`src/hdl/spq_pkg.sv`:
```
`default_nettype none

package spq_pkg;

	localparam int unsigned ValueWidth = 32;
	localparam int unsigned CountWidth = 5;

	typedef logic signed [ValueWidth-1:0] value_t;

	typedef enum logic {
		FUNC_PUSH = 1'b0,
		FUNC_POP  = 1'b1
	} func_t;

	typedef enum logic [1:0] {
		STATUS_OK    = 2'd0,
		STATUS_FULL  = 2'd1,
		STATUS_EMPTY = 2'd2
	} status_t;

	typedef struct packed {
		logic   push;
		logic   pop;
		value_t value;
	} cell_ctl_t;

endpackage

`default_nettype wire

```
`src/hdl/spq_cell.sv`:
```
`default_nettype none

module spq_cell import spq_pkg::*; (
	input  wire logic      clk,
	input  wire cell_ctl_t ctl,
	input  wire logic      occupied,
	input  wire logic      at_tail,
	input  wire value_t    left_value,
	input  wire logic      left_le,
	input  wire value_t    right_value,
	output value_t         value,
	output logic           le
);

	value_t value_q;

	assign value = value_q;
	assign le    = occupied && (value_q <= ctl.value);

	// The chain stays sorted, so the first cell whose entry is not above the new
	// value takes it and every cell after it takes its left neighbor's entry.
	always_ff @(posedge clk) begin
		priority if (ctl.push) begin
			priority if (left_le) begin
				value_q <= left_value;
			end else if (le || at_tail) begin
				value_q <= ctl.value;
			end else begin
				value_q <= value_q;
			end
		end else if (ctl.pop) begin
			value_q <= right_value;
		end else begin
			value_q <= value_q;
		end
	end

endmodule

`default_nettype wire

```
`config.mk`:
```
export PLATFORM = sky130hd
export DESIGN_NAME = spq_cell
export DESIGN_NICKNAME = d
export VERILOG_FILES = /design/src/hdl/spq_pkg.sv /design/src/hdl/spq_cell.sv
export SDC_FILE = /design/constraint.sdc
export NUM_CORES = 1
export LEC_CHECK = 0
export BUFFER_PORTS_ARGS = -buffer_cell sky130_fd_sc_hd__buf_2
export CAP_MARGIN = 20
export CORE_ASPECT_RATIO = 1.25
export CORE_MARGIN = 2
export CORE_UTILIZATION = 42
export CTS_BUF_LIST = sky130_fd_sc_hd__clkbuf_8
export DETAILED_ROUTE_END_ITERATION = 10
export PLACE_DENSITY_LB_ADDON = 0.15
export SLEW_MARGIN = 20
export SYNTH_ARGS = -nofsm -noshare
export SYNTH_HDL_FRONTEND = slang
export SYNTH_SLANG_ARGS = --single-unit
export TNS_END_PERCENT = 1
```
`constraint.sdc`:
```
create_clock -name clk -period 3 [get_ports clk]
set_input_delay 0.3 -clock clk [delete_from_list [all_inputs] [get_ports clk]]
set_output_delay 0.3 -clock clk [all_outputs]
set_load 0.01 [all_outputs]
```
# Word-level counts from Yosys, hierarchy flattened
# Index checks and enable logic that the tools add are counted.
[op_classes] order_cmp=1 n_eq_ne=1 muxes=4 n_reduce_logical=4
[op_table] op="$mux 32" n=4
[op_table] op="$le 32x32->1" n=1
[op_table] op="$ne 3x1->1 const B" n=1
[op_table] op="$reduce_and 2->1" n=1
[op_table] op="$reduce_bool 2->1" n=1
[op_table] op="$logic_and 1x1->1" n=1
[op_table] op="$logic_or 1x1->1" n=1
[totals] ff_bits=32 input_bits=102 out_inout_bits=33 wordCells=11

# Logic depth before layout (Yosys ltp)
[logic_depth] word_depth=6 mapped_depth=9 depth_no_buf=9

# Worst setup path before layout
# No wires, ideal clock.
[synth_path] path_type="register to register" start="register value_q[17], in the netlist value[17]" end="register value_q[0], in the netlist value[0] (enable)" setup_ns=0.391 t_arrival_ns=2.832 required_ns=2.609 setup_slack_ns=-0.224 stages_incl_launch_ff=9 path_buffers=0 period_less_slack_ns=3.224 path_cell_list="edfxtp_1 ha_1 a21o_1 a221o_1 a221oi_2 o211ai_1 a211oi_1 o21a_2 o22a_1"
[synth_via] elab_chain_len=5
[synth_lines] item="start, declared" line_no="spq_cell.sv:15" rtl="value_t value_q;"
[synth_lines] item="start signal, assigned" line_no="spq_cell.sv:25" rtl="value_q <= left_value;"
[synth_lines] item="start signal, assigned" line_no="spq_cell.sv:27" rtl="value_q <= ctl.value;"
[synth_lines] item="start signal, assigned" line_no="spq_cell.sv:29" rtl="value_q <= value_q;"
[synth_lines] item="$le 32x32->1" line_no="spq_cell.sv:18" rtl="assign le = occupied && (value_q <= ctl.value);"
[synth_lines] item="$logic_and 1x1->1" line_no="spq_cell.sv:18"
[synth_lines] item="net le" line_no="spq_cell.sv:12" rtl="output logic le"
[synth_lines] item="$logic_or 1x1->1" line_no="spq_cell.sv:26" rtl="end else if (le || at_tail) begin"
[synth_lines] item="$ne 3x1->1 (no source line)"
[synth_lines] item="$reduce_and 2->1 (no source line)"
# The timed path passes the listed nets, and every way through them passes these cells.
# A chain may end at the register's enable or synchronous reset.

# Worst setup path in the final report
[layout_path] start="register value_q[17], in the netlist value[17]" end="output port le"
[layout_via] elab_chain_len=2
[layout_lines] item="$le 32x32->1" line_no="spq_cell.sv:18"
[layout_lines] item="$logic_and 1x1->1" line_no="spq_cell.sv:18"
[layout_lines] item="end, declared" line_no="spq_cell.sv:12"
# No other way between the ends.

==> results.sh <==
export IMPL_final_antenna_net_count=0
export IMPL_grt_max_degree=46
export IMPL_grtUsageTotal_pct=18.6
export IMPL_grt_overflow_total=0
export IMPL_cts_clk_slew_worst_paths_ns=0.07
export IMPL_clkSinkCount=32
export IMPL_hold_buffers=0
export IMPL_vias=2274
export IMPL_port_buffers=134
export IMPL_syn_inst=255
export IMPL_postSynthAreaPerCell_um2=9.67
export IMPL_worst_pin_slew_ns=0.443
export IMPL_dr_pass1_iters=4
export IMPL_yosysSeqAreaShare_pct=39.0
export IMPL_num_io_pins=135
export IMPL_grt_pass1_vias=2201
export IMPL_syn_area_um2=2470
export IMPL_initial_core_util_pct=43.0
export IMPL_use_met1_pct=20.8
export IMPL_instances_no_fill=456
export IMPL_fin_nets=523
export IMPL_start_kind="register"
export IMPL_die_height_um=89.7
export IMPL_cts_tree="done"
export IMPL_finalSetupViolCount=0
export IMPL_worstSetupEndpointType="output port"
export IMPL_root_buffer="clkbuf_8"
export IMPL_dp_hpwl_um=4850
export IMPL_vias_per_cell=4.99
export IMPL_max_cap_violations=0
export IMPL_slew_headroom_pct=70.5
export IMPL_synth_fp_nets=389
export IMPL_required_ns=2.70
export IMPL_cts_buffer_depth=2
export IMPL_synthArstFlopShare_pct=0
export IMPL_power_uw=1270
export IMPL_use_met3_pct=4.35
export IMPL_drt_iter0_markers=85
export IMPL_cts_buffers=5
export IMPL_hp_class="primary input to register"
export IMPL_busiest_layer="met2"
export IMPL_wl_per_cell_um=12.9
export IMPL_synth_area_leaders="edfxtp_1 39%, ha_1 16%, mux2i_1 13%"
export IMPL_cellLeakagePower_uw=0.00175
export IMPL_drive_gt1_share_pct=40.5
export IMPL_gp_congestion=0.750
export IMPL_ys_warn_count=0
export IMPL_synth_top_area_cell="edfxtp_1"
export IMPL_synth_edf_count=32
export IMPL_yosysUniqueCellTypes=31
export IMPL_netlist_area_leader_share_pct=39.0
export IMPL_drv_slew=0
export IMPL_antenna_found_initial=0
export IMPL_arrival_ns=2.51
export IMPL_clk_latency_ns=0.28
export IMPL_fp_row_count=31
export IMPL_grt_pass1_wl_um=9340
export IMPL_ys_ff_latch=32
export IMPL_cp_max_fo=2
export IMPL_hold_viol=0
export IMPL_fin_skew_ns=0.00327
export IMPL_n_antenna_cell=0
export IMPL_max_freq_mhz=356
export IMPL_dp_cells=448
export IMPL_status="finished clean"
export IMPL_grt_use_met2_pct=34.7
export IMPL_vdd_drop_max_v=0.000277
export IMPL_syn2layout_area_growth_pct=34.4
export IMPL_timing_setup_tns_ns=0
export IMPL_critPathKind="register to output port"
export IMPL_rsz0062_at_grt="no"
export IMPL_drc=0
export IMPL_period_minus_slack_ns=2.81
export IMPL_ys_flop_type="edfxtp_1"
export IMPL_finalWirelength_um=5860
export IMPL_post_route_period_util_pct=93.6
export IMPL_power_density_nw_per_um2=383
export IMPL_die_area_um2=6500
export IMPL_core_um2=5740
export IMPL_slowest_stage="edfxtp_1"
export IMPL_htree_num_levels=2
export IMPL_hold_ws_ns=0.326
export IMPL_largest_register_ffs=32
export IMPL_slowest_delay_ns=0.40
export IMPL_crit_chain="ha_1 -> a21o_1 -> a221o_1 -> a221oi_2 -> o211ai_1 -> a211oi_2 -> o21a_2 -> buf_2"
export IMPL_fp_dieW_um=72.5
==> synthesized netlist by cell type, types with 2 or more instances <==
cell type and number:
a21oi_1 42, clkbuf_1 7, nand4_1 3, inv_1 33, nand2_1 6, o21ai_0 3
mux2i_1 32, a211oi_1 2, and4_2 2, nor2_1 36, a21o_1 3, edfxtp_1 32
ha_1 32, buf_1 3, nand3_1 3
==> cells in the final DEF, fill, tap and decap left out, types with 2 or more instances in the layout <==
master    count
a21o_1        3
a21oi_1      42
and4_2        2
buf_2       134
buf_4         3
clkbuf_8      5
clkinv_2      2
edfxtp_1     32
ha_1         32
inv_1        33
mux2i_1      32
nand2_1       6
nand3_1       3
nand4_1       3
nor2_1       36
o21ai_0       3
==> critical path: cells and delay by family, from the launching register on <==
family                   cells  cell delay [ns]
buffers and inverters        1             0.13
adder cells (fa/ha/maj)      1             0.32
flip-flops                   1             0.40
AO/OA/AOI/OAI                6             1.36
==> per-layer routing <==
metal / vias to the layer above / part of all wire, %
met5: - / 0
met4: 0 / 1.7
met3: 8 / 6.5
met2: 77 / 51
met1: 1011 / 41
li1: 1178 / -
==> cell families (layout without fill, tap and decap cells) <==
family,after synthesis,count (layout),synth area share [%]
AO/OA/AOI/OAI,59,59,14.2
adder cells (fa/ha/maj),32,32,16.2
multiplexers,32,32,13.0
buffers and inverters,44,179,6.75
flip-flops,32,32,39.0
AND/OR/NAND/NOR,56,56,10.9
==> timing repair <==
item / in CTS / in global routing
setup buffers: 0 / 0
resized for setup: 0 / 2
hold endpoints to repair: 0 / 0
endpoints found under the setup margin: 0 / 28
==> final timing paths <==
path / startpoint / slack [ns] / to / cells after the start
max: value[17]$_DFFE_PP_ / 0.19 / le / 8
min: right_value[20] / 0.33 / value[20]$_DFFE_PP_ / 3
max reg2reg: value[17]$_DFFE_PP_ / 0.23 / value[19]$_DFFE_PP_ / 9
min reg2reg: value[31]$_DFFE_PP_ / 1.20 / value[31]$_DFFE_PP_ / 5
==> metrics by stage <==
stage	setup slack, ns	area, um^2	util [%]
floorplan	0.103	2470	-
global placement	0.240	3220	56.1
detailed placement	0.122	3220	56.1
CTS	0.116	3300	57.5
global route	0.0206	3320	57.8
finish	0.193	3320	57.8
==> where the power goes <==
part	internal [uW]	switching, uW
clock	157	161
combinational	185	194
sequential	549	22.3
total	891	378
==> layout make-up <==
type | count | area (um^2)
Clock buffer | 5 | 68.8
Clock inverter | 3 | 13.8
Fill cell | 544 | 2420
Inverter | 33 | 124
Multi-Input combinational cell | 179 | 1350
Sequential cell | 32 | 961
Tap cell | 66 | 82.6
Timing Repair Buffer | 138 | 713
(Power assumes the default switching activity.)
